### src/sv/alr_pkg.sv
package alr_pkg;

	// default sizing
	localparam int ALR_CAPACITY   = 128;
	localparam int ALR_ITEM_WIDTH = 32;

	// fixed field widths
	localparam int FUNC_W     = 3;
	localparam int ITEM_W     = 32;
	localparam int POS_W      = 8;
	localparam int STATUS_W   = 2;
	localparam int COUNT_W    = 8;
	localparam int LIMIT_W    = 8;
	localparam int S_TDATA_W  = 48;
	localparam int M_TDATA_W  = 48;

	localparam logic [LIMIT_W-1:0] LIMIT_RESET = 8'd128;

	// request codes (6 and 7 are ignored)
	typedef enum logic [FUNC_W-1:0] {
		FN_INS_FRONT = 3'd0,
		FN_INS_BACK  = 3'd1,
		FN_INS_POS   = 3'd2,
		FN_REM_FRONT = 3'd3,
		FN_REM_BACK  = 3'd4,
		FN_REM_POS   = 3'd5
	} alr_func_t;

	typedef enum logic [STATUS_W-1:0] {
		ST_OK    = 2'd0,
		ST_FULL  = 2'd1,
		ST_EMPTY = 2'd2,
		ST_RANGE = 2'd3
	} alr_status_t;

	typedef enum logic [1:0] {
		S_IDLE,
		S_RUN,
		S_DONE
	} alr_state_t;

endpackage

### src/sv/alr_ram.sv
module alr_ram #(
	parameter int WIDTH = 32,
	parameter int DEPTH = 128
) (
	input  logic                     clk,
	input  logic                     we,
	input  logic [$clog2(DEPTH)-1:0] waddr,
	input  logic [WIDTH-1:0]         wdata,
	input  logic                     re,
	input  logic [$clog2(DEPTH)-1:0] raddr,
	output logic [WIDTH-1:0]         rdata
);

	logic [WIDTH-1:0] mem [DEPTH];

	// one write port, one registered read port
	always_ff @(posedge clk) begin
		if (we) begin
			mem[waddr] <= wdata;
		end
		if (re) begin
			rdata <= mem[raddr];
		end
	end

endmodule

### src/sv/array_list_insert_remove.sv
// Fixed-capacity list of item words held in one synchronous RAM. Each input
// transaction inserts at the front, the back or a position, or removes from the
// front, the back or a position, and yields exactly one result transaction with
// the removed item (zero unless a removal succeeded), a status (0 ok, 1 full,
// 2 empty, 3 position out of range) and the new entry count. A failed request
// leaves the list unchanged. Entries behind the affected position are moved one
// place through the RAM, one entry per cycle (read, then written back in the
// following cycle). A request moves the entries at or behind its position
// (count - position of them); an insert at the back moves nothing. Errors and
// ignored codes move nothing. A request that finishes while an earlier result
// is still held on the output waits until that result is taken. One request is
// in work at a time; the next one is taken while the previous result still
// waits on the output.
// capacity_limit (cfg_wdata) caps the count at min(limit, CAPACITY).
module array_list_insert_remove #(
	parameter int CAPACITY   = alr_pkg::ALR_CAPACITY,
	parameter int ITEM_WIDTH = alr_pkg::ALR_ITEM_WIDTH
) (
	input  logic                           clk,
	input  logic                           arst_n,
	// capacity_limit register
	input  logic                           cfg_wen,
	input  logic [alr_pkg::LIMIT_W-1:0]    cfg_wdata,
	// request: [2:0] func, [34:3] item_value, [42:35] position, zero fill
	input  logic                           s_tvalid,
	output logic                           s_tready,
	input  logic [alr_pkg::S_TDATA_W-1:0]  s_tdata,
	// result: [31:0] removed_item, [33:32] status, [41:34] entry_count, zero fill
	output logic                           m_tvalid,
	input  logic                           m_tready,
	output logic [alr_pkg::M_TDATA_W-1:0]  m_tdata
);

	import alr_pkg::*;

	localparam int AW = $clog2(CAPACITY);
	localparam int CW = $clog2(CAPACITY + 1);
	localparam int PW = (CW > POS_W) ? CW : POS_W;

	alr_state_t            state_q, state_d;
	logic [LIMIT_W-1:0]    limit_q;
	logic [CW-1:0]         count_q;

	// request fields
	logic [FUNC_W-1:0]     in_func;
	logic [ITEM_W-1:0]     in_item;
	logic [POS_W-1:0]      in_pos;

	// decode
	logic [PW-1:0]         cnt_x, pos_x, lim_x, at_x;
	logic                  is_ins, is_rem, full, empty, go;
	alr_status_t           st_d;

	// operation registers
	logic                  ins_q, first_q;
	logic [AW-1:0]         at_q, rd_ptr_q;
	logic [CW-1:0]         rd_left_q;
	logic [ITEM_WIDTH-1:0] item_q, taken_q;
	alr_status_t           st_q;

	// read pipeline
	logic                  v_s1, wr_s1, tk_s1;
	logic [AW-1:0]         wa_s1;

	// control
	logic                  accept, rd_en, run_end, load_out;

	// ram ports
	logic                  ram_we;
	logic [AW-1:0]         ram_waddr;
	logic [ITEM_WIDTH-1:0] ram_wdata, ram_rdata;

	// output register
	logic                  m_valid_q;
	logic [M_TDATA_W-1:0]  m_data_q;

	assign in_func = s_tdata[2:0];
	assign in_item = s_tdata[34:3];
	assign in_pos  = s_tdata[42:35];

	// bounds checks against the current count
	always_comb begin
		cnt_x  = PW'(count_q);
		pos_x  = PW'(in_pos);
		lim_x  = (PW'(limit_q) < PW'(CAPACITY)) ? PW'(limit_q) : PW'(CAPACITY);
		full   = (cnt_x >= lim_x);
		empty  = (count_q == '0);
		is_ins = 1'b0;
		is_rem = 1'b0;
		at_x   = '0;
		st_d   = ST_OK;
		case (in_func)
			FN_INS_FRONT: begin
				is_ins = 1'b1;
				st_d   = full ? ST_FULL : ST_OK;
			end
			FN_INS_BACK: begin
				is_ins = 1'b1;
				at_x   = cnt_x;
				st_d   = full ? ST_FULL : ST_OK;
			end
			FN_INS_POS: begin
				is_ins = 1'b1;
				at_x   = pos_x;
				st_d   = full ? ST_FULL : ((pos_x > cnt_x) ? ST_RANGE : ST_OK);
			end
			FN_REM_FRONT: begin
				is_rem = 1'b1;
				st_d   = empty ? ST_EMPTY : ST_OK;
			end
			FN_REM_BACK: begin
				is_rem = 1'b1;
				at_x   = cnt_x - PW'(1);
				st_d   = empty ? ST_EMPTY : ST_OK;
			end
			FN_REM_POS: begin
				is_rem = 1'b1;
				at_x   = pos_x;
				st_d   = empty ? ST_EMPTY : ((pos_x >= cnt_x) ? ST_RANGE : ST_OK);
			end
			default: begin
				st_d = ST_OK;
			end
		endcase
		go = (is_ins || is_rem) && (st_d == ST_OK);
	end

	// next state and control
	always_comb begin
		state_d  = state_q;
		s_tready = 1'b0;
		accept   = 1'b0;
		rd_en    = 1'b0;
		run_end  = 1'b0;
		load_out = 1'b0;
		case (state_q)
			S_IDLE: begin
				s_tready = 1'b1;
				if (s_tvalid) begin
					accept  = 1'b1;
					state_d = go ? S_RUN : S_DONE;
				end
			end
			S_RUN: begin
				rd_en = (rd_left_q != '0);
				if (!rd_en && !v_s1) begin
					run_end = 1'b1;
					state_d = S_DONE;
				end
			end
			S_DONE: begin
				if (!m_valid_q || m_tready) begin
					load_out = 1'b1;
					state_d  = S_IDLE;
				end
			end
			default: begin
				state_d = S_IDLE;
			end
		endcase
	end

	always_ff @(posedge clk or negedge arst_n) begin
		if (!arst_n) begin
			state_q <= S_IDLE;
		end else begin
			state_q <= state_d;
		end
	end

	// configuration register
	always_ff @(posedge clk or negedge arst_n) begin
		if (!arst_n) begin
			limit_q <= LIMIT_RESET;
		end else if (cfg_wen) begin
			limit_q <= cfg_wdata;
		end
	end

	// entry count, updated when the shift finishes
	always_ff @(posedge clk or negedge arst_n) begin
		if (!arst_n) begin
			count_q <= '0;
		end else if (run_end) begin
			count_q <= ins_q ? (count_q + CW'(1)) : (count_q - CW'(1));
		end
	end

	// operation setup and shift pointers
	always_ff @(posedge clk) begin
		if (accept) begin
			ins_q     <= is_ins;
			first_q   <= 1'b1;
			at_q      <= AW'(at_x);
			item_q    <= ITEM_WIDTH'(in_item);
			st_q      <= st_d;
			rd_left_q <= go ? CW'(cnt_x - at_x) : '0;
			rd_ptr_q  <= is_ins ? AW'(cnt_x - PW'(1)) : AW'(at_x);
		end else if (rd_en) begin
			first_q   <= 1'b0;
			rd_left_q <= rd_left_q - CW'(1);
			rd_ptr_q  <= ins_q ? (rd_ptr_q - AW'(1)) : (rd_ptr_q + AW'(1));
		end
	end

	// read pipeline: data read at one address is written one place over
	always_ff @(posedge clk or negedge arst_n) begin
		if (!arst_n) begin
			v_s1 <= 1'b0;
		end else begin
			v_s1 <= rd_en;
		end
	end

	always_ff @(posedge clk) begin
		wr_s1 <= ins_q || !first_q;
		tk_s1 <= !ins_q && first_q;
		wa_s1 <= ins_q ? (rd_ptr_q + AW'(1)) : (rd_ptr_q - AW'(1));
	end

	// removed item capture
	always_ff @(posedge clk) begin
		if (accept) begin
			taken_q <= '0;
		end else if (v_s1 && tk_s1) begin
			taken_q <= ram_rdata;
		end
	end

	// write port: shifted entry, or the new item once the shift is done
	assign ram_we    = (v_s1 && wr_s1) || (run_end && ins_q);
	assign ram_waddr = v_s1 ? wa_s1 : at_q;
	assign ram_wdata = v_s1 ? ram_rdata : item_q;

	alr_ram #(
		.WIDTH (ITEM_WIDTH),
		.DEPTH (CAPACITY)
	) u_ram (
		.clk   (clk),
		.we    (ram_we),
		.waddr (ram_waddr),
		.wdata (ram_wdata),
		.re    (rd_en),
		.raddr (rd_ptr_q),
		.rdata (ram_rdata)
	);

	// result register
	always_ff @(posedge clk or negedge arst_n) begin
		if (!arst_n) begin
			m_valid_q <= 1'b0;
		end else if (load_out) begin
			m_valid_q <= 1'b1;
		end else if (m_tready) begin
			m_valid_q <= 1'b0;
		end
	end

	always_ff @(posedge clk) begin
		if (load_out) begin
			m_data_q <= {6'd0, COUNT_W'(count_q), st_q, ITEM_W'(taken_q)};
		end
	end

	assign m_tvalid = m_valid_q;
	assign m_tdata  = m_data_q;

	// count never passes the capacity
	a_count_bound: assert property (@(posedge clk) disable iff (!arst_n)
		count_q <= CW'(CAPACITY))
		else $error("entry count above capacity");

	// the ram is only written while a request is being worked
	a_write_in_run: assert property (@(posedge clk) disable iff (!arst_n)
		ram_we |-> (state_q == S_RUN))
		else $error("ram write outside of a request");

	// reads only run inside an operation and are followed by their write slot
	a_read_slot: assert property (@(posedge clk) disable iff (!arst_n)
		rd_en |=> (v_s1 && (state_q == S_RUN)))
		else $error("read not followed by its pipeline slot");

	// a failed request never starts a shift
	a_no_shift_on_error: assert property (@(posedge clk) disable iff (!arst_n)
		(accept && (st_d != ST_OK)) |=> (state_q == S_DONE))
		else $error("failed request entered the shift");

	// count changes only when a shift finishes
	a_count_stable: assert property (@(posedge clk) disable iff (!arst_n)
		!run_end |=> $stable(count_q))
		else $error("count changed outside of a completed request");

endmodule

### config.mk
export PLATFORM = sky130hd
export DESIGN_NAME = array_list_insert_remove
export DESIGN_NICKNAME = d
export VERILOG_FILES = /design/src/sv/alr_pkg.sv /design/src/sv/alr_ram.sv /design/src/sv/array_list_insert_remove.sv
export SDC_FILE = /design/constraint.sdc
export NUM_CORES = 2
export LEC_CHECK = 0
export BUFFER_PORTS_ARGS = -buffer_cell sky130_fd_sc_hd__buf_2
export CORE_MARGIN = 8
export CORE_UTILIZATION = 44
export DETAILED_ROUTE_END_ITERATION = 16
export PLACE_DENSITY = 0.63
export SLEW_MARGIN = 20
export SYNTH_ARGS = -nofsm -noshare
export SYNTH_HDL_FRONTEND = slang
export SYNTH_HIERARCHICAL = 1
export SYNTH_SLANG_ARGS = --single-unit
### constraint.sdc
create_clock -name clk -period 9.6 [get_ports clk]
set_input_delay 0.96 -clock clk [delete_from_list [all_inputs] [get_ports clk]]
set_output_delay 0.96 -clock clk [all_outputs]
set_load 0.02 [all_outputs]
* Yosys cells after proc, flatten, opt, wreduce, memory -nomap -nowiden *
Memories as Yosys holds them, arrays and structs flattened. A register that Yosys moved wholly into a read port is not among the register bits.
Index checks and enable logic that the tools add are counted.
W data, S select, Z words.

word-level totals
  bits in writable memories = 4096
  ROM bits = 0
  memories kept = 1
  logic and storage cells = 105
  output and inout bits = 50
  bits in latches = 0
  register bits = 161

memory list
  memory     depth  bits a word  rd ports  clocked after memory_dff  wr ports  line           RTL
  u_ram.mem  128    32           1         1                         1         alr_ram.sv:14  logic [WIDTH-1:0] mem [DEPTH];

operators by class
  add/subtract/negate cells = 6
  $mul = 0
  equality and inequality tests = 10
  reductions and logical operators = 28
  magnitude comparators = 4
  bitwise gates (word level) = 0
  divide/modulo/power cells = 0
  multiplexer cells = 39
  shift-type cells = 0

operator list
  kind                   count
  $mux W7                6
  $mux W8                5
  $mux W32               1
  $pmux W8 S3            1
  $mux W2                9
  $ge A8 B8 Y1           2
  $sub A8 B1 Y8 const B  2
  $mux W1                15
  $add A8 B1 Y8 const B  1
  $gt A8 B8 Y1           1
  $logic_not A8 Y1       1
  $lt A8 B8 Y1 const B   1
  $pmux W2 S4            1
  $reduce_bool A8 Y1     1
  $sub A8 B8 Y8          1
  $add A7 B1 Y7 const B  1
  $sub A7 B1 Y7 const B  1
  $eq A3 B2 Y1 const B   2
  $eq A3 B3 Y1 const B   2
  $logic_and A1 B1 Y1    6
  $ne A2 B2 Y1 const B   3
  $pmux W2 S3            1
  $reduce_or A2 Y1       3
  $reduce_or A3 Y1       2
  9 further kinds        18

* Longest topological paths before layout *
  depth after elaboration = 10
  depth in mapped cells = 14
  depth with buffers taken out = 13

* Modules after synthesis *
Netlist, hierarchy kept.

by module, submodules not included
  module                    cells an instance  instances  area an instance (µm²)
  alr_ram                   5990               1          156596.4
  array_list_insert_remove  671                1          7596.0

* Worst setup path after synthesis *
No wires, ideal clock.

  path kind = register to register
  from = register rd_left_q[0]
  to = memory u_ram.mem[98][0], enable pin
  data required time = 9.139 ns
  data arrival time = 4.341 ns
  clock period less this slack = 4.802 ns
  cell stages (with the launch flop) = 11
  buffers on the path = 2
  path slack = 4.798 ns
  path through = edfxtp_1 -> inv_1 -> ha_1 -> nand3_1 -> nor4_1 -> nand2_1 -> clkbuf_1 -> o21ai_0 -> clkbuf_1 -> nand4_1 -> nor3_1

between the ends
  cells in the longest elaborated chain, start to end = 9

ends and longest elaborated chain
  what                           line                             RTL
  start: declaration             array_list_insert_remove.sv:57   logic [CW-1:0] rd_left_q;
  start signal: assignment       array_list_insert_remove.sv:197  rd_left_q <= go ? CW'(cnt_x - at_x) : '0;
  start signal: assignment       array_list_insert_remove.sv:201  rd_left_q <= rd_left_q - CW'(1);
  $reduce_bool A8 Y1             array_list_insert_remove.sv:145  rd_en = (rd_left_q != '0);
  $logic_not A1 Y1               array_list_insert_remove.sv:146  if (!rd_en && !v_s1) begin
  $logic_and A1 B1 Y1            array_list_insert_remove.sv:146
  $mux W1                        array_list_insert_remove.sv:146
  $mux W1                        array_list_insert_remove.sv:136  case (state_q)
  $logic_and A1 B1 Y1            array_list_insert_remove.sv:231  assign ram_we = (v_s1 && wr_s1) || (run_end && ins_q);
  $logic_or A1 B1 Y1             array_list_insert_remove.sv:231
  named net ram_we               array_list_insert_remove.sv:69   logic ram_we;
  $mux W1                        alr_ram.sv:18                    if (we) begin
  $mux W1 (implied by the code)  alr_ram.sv:19                    mem[waddr] <= wdata;
  end: declaration               alr_ram.sv:14

The timed path passes the listed nets, and every way through them passes these cells.

* Worst setup path in the final report *
  from = register v_s1
  to = memory u_ram.mem[44][27], enable pin

RTL lines
  what                      line                             RTL
  start: declaration        array_list_insert_remove.sv:62   logic v_s1, wr_s1, tk_s1;
  start signal: assignment  array_list_insert_remove.sv:211  v_s1 <= rd_en;
  $mux W7                   array_list_insert_remove.sv:232  assign ram_waddr = v_s1 ? wa_s1 : at_q;
  named net ram_waddr[4]    array_list_insert_remove.sv:70   logic [AW-1:0] ram_waddr;

The timed path passes the listed nets, and every way through them passes these cells.

==> metrics.txt <==
antenna violations before repair=31; startpoint types=register; Vias/cell=5.977; final setup TNS=0 ps; hold_ws=225.0 ps; Initial Utilization=44.15%; die width=626.9 µm; DRC=0; final wirelength=396.8 mm; TritonCTS clock tree=built; status=complete, no violations; post-synthesis sequential area ratio=78.12%; Clock transition at path regs=70 ps; post-DP HPWL=215.1 mm; R2R setup slack=4600 ps; Seq pwr share=41.5%; # setup viols final=0; setup bufs post-CTS=0; crit path max fanout=39; global-route wire length before repair=560.0 mm; Final nets=7130; Area Growth Syn to Fin=12.99%; Clock power frac=27.1%; CTS Root Cell=clkbuf_16; clock sinks=4289; Total GRT Usage=19.86%; Vias=73935; Antenna Nets Post-Route=0; Synth cell types=64; Power Density=312.7 nW/µm²; H-tree Lvls=5; post-synthesis register bit count=4289; Worst Skew=66.96 ps; critical path type=register to register; GP Congestion=0.8305; peak supply drop=0.0003501 V; Die Ht=626.9 µm; Slew headroom=18.20%; FF-to-FF path depth=6; Post-synth EDFFs=4227; 1st-iter DRT viols=8945; IO Count=111; RSZ-0062 raised after global routing=no; Sw Ratio=31.50%; warnings from Yosys=6; Pins Over Slew Limit=0; CTS resizes=0; WL/cell=32.08 µm; internal power=39.74 mW; CTS Hold Bufs=1; Worst Path Required=10140 ps; max frequency=200.1 MHz; Post-Synthesis Cells=6661; Port Buf Inserts=99; Final Hold Fails=0; NetSw=18.28 mW; largest net degree at the start of global routing=152; CP arrival=5540 ps; Logic pwr share=31.4%; die area=393000 µm²; RR Startpoint=v_s1; Least-Margin Pin Slew=1227 ps; Hold Crit Start=s_tdata[13]; CP Launch Point=v_s1; Worst Hold Class=input port to register; Tmin final=4998 ps; GRT Residual Overflow=0; Longest Clk Path Bufs=4; share of layout cells above drive strength 1=33.35%; Rows=224; MaxCap Viol Count=0; vias in the first global route=75341; CP endpoint kind=register; Avg Inst Size Synth=24.65 µm²; most common flop cell mapped by yosys=edfxtp_1; Core Box Area=371900 µm²; fill cell count=28801; CTS buffer count=414; period utilization=52.06%; Leakage=56.77 nW; drt first pass iters=6; Clk Latency, worst-skew pair=920 ps; synthesized area=164200 µm²; worst hold path depth=1; Async SR Flop Fraction=0.4663%
==> layout by cell type, fill, tap and decap left out, types with 10 or more instances in the layout <==
cell type   Yosys  layout
buf_2          82      99
nor2b_1        10      10
clkinvlp_4      0      13
diode_2         0      33
ha_1           29      29
xnor2_1        20      20
nor2_1        146      27
bufinv_16       0      33
clkinv_1        1     104
mux4_2       1344    1344
clkbuf_1      207      68
inv_6           0      11
inv_1          30      28
nand2b_1       11      11
dfrtp_1        19      18
buf_4           9     184
mux2_2         78      46
a21oi_1        48      48
o21ai_0        29      28
edfxtp_1     4227    4227
nor2_4          0     119
nand3_1        20      16
clkinv_2        0      75
xor2_1         12      12
nand2_1       125     124
dfxtp_1        42      42
mux2_4          0      32
buf_12          0      24
clkbuf_16       0     420
o22ai_1        10      10
==> per-stage QoR <==
stage	setup WS [ps]	util, %	total power, mW	instances	cell area (µm²)
2_1_floorplan	4798	-	35.62	6666	164200
3_3_place_gp	4730	46.36	42.25	11592	172400
3_5_place_dp	4712	46.36	42.68	11592	172400
4_1_cts	4646	49.84	58.31	12334	185400
5_1_grt	4406	49.87	59.86	12355	185500
6_report	4602	49.88	58.02	12369	185500
==> kinds of logic after synthesis <==
logic type	count (synthesis)	share of synthesized area, %
flops	4289	78.12
mux	1428	19.01
buf+inv	387	0.9815
simple gates	360	0.9503
compound gates	134	0.5312
xor+xnor	32	0.1707
fa+ha+maj	30	0.2332
other cells	1	0.002284
==> final cells by class <==
type / instances / area (µm²) / share of cell area [%]
tap: 4972 / 6221 / 3.353
clock buffer: 490 / 10790 / 5.817
multi-input combinational: 1990 / 35410 / 19.09
inverter: 31 / 118.9 / 0.06407
timing repair buffer: 313 / 2456 / 1.324
antenna: 33 / 82.58 / 0.04451
sequential: 4289 / 128300 / 69.14
clock inverter: 251 / 2165 / 1.167
==> cell usage after synthesis, types with 4 or more instances <==
cell | n | share of area (%)
ha_1 | 29 | 0.22
dfxtp_1 | 42 | 0.51
xnor2_1 | 20 | 0.11
nor2b_1 | 10 | 0.038
nor2_1 | 146 | 0.33
xor2_1 | 12 | 0.064
o21ai_0 | 29 | 0.088
a21o_1 | 4 | 0.018
buf_4 | 9 | 0.041
edfxtp_1 | 4227 | 77
buf_2 | 82 | 0.25
o31ai_1 | 4 | 0.018
a2bb2oi_1 | 4 | 0.021
mux4_2 | 1344 | 18
and3_1 | 5 | 0.019
nor3_1 | 16 | 0.049
nand2_1 | 125 | 0.29
o22ai_1 | 10 | 0.038
mux2i_1 | 6 | 0.037
dfrtp_1 | 19 | 0.29
nand3_1 | 20 | 0.061
inv_1 | 30 | 0.069
nand2b_1 | 11 | 0.042
buf_1 | 55 | 0.13
clkbuf_1 | 207 | 0.47
nand4_1 | 9 | 0.034
a31oi_1 | 5 | 0.019
a21oi_1 | 48 | 0.15
mux2_2 | 78 | 0.53
a22oi_1 | 5 | 0.023
==> critical path, cell delays in order, from the launching register on <==
cell     delay [ps]
dfrtp_4         460
buf_4           760
mux2_2          590
nor2b_1         720
nand2_1         680
nor2_4          840
buf_4           450
==> state kept, by name, indices dropped and copies added, names as in the netlist, 2 cells and up <==
register and count:
m_tdata 42, rd_ptr_q 7, rd_left_q 8, cnt_x 8, u_ram/mem 4096, taken_q 32
st_q 2, wa_s1 7, state_q 2, u_ram/rdata 32, at_q 7, item_q 32
limit_q 8
==> routing by layer <==
layer / part of all wire (%) / up-vias / track usage [%] / wire length, µm
li1: - / 29618 / - / -
met1: 40 / 40600 / 27.89 / 158900
met2: 48 / 3233 / 32.06 / 192400
met3: 8.9 / 484 / 3.933 / 35260
met4: 2.6 / 0 / 5.409 / 10290
met5: 0 / - / 0 / 0
==> power by group through the flow <==
stage / combinational (mW) / sequential [mW] / clock (mW)
finish: 18.2 / 24.1 / 15.7
global route: 19.1 / 24.1 / 16.7
CTS: 18.2 / 24.1 / 16.0
detailed placement: 18.2 / 24.5 / 0
global placement: 17.8 / 24.5 / 0
floorplan: 11.2 / 24.4 / 0
==> final timing paths <==
path                                     endpoint
worst max-delay path            u_ram/mem[44][27]
worst min-delay path                   item_q[10]
worst max register to register  u_ram/mem[44][27]
worst min register to register        m_tdata[29]
max in group asynchronous                    v_s1
min in group asynchronous                m_tvalid
No activity file was read; power rests on OpenSTA's default activity.
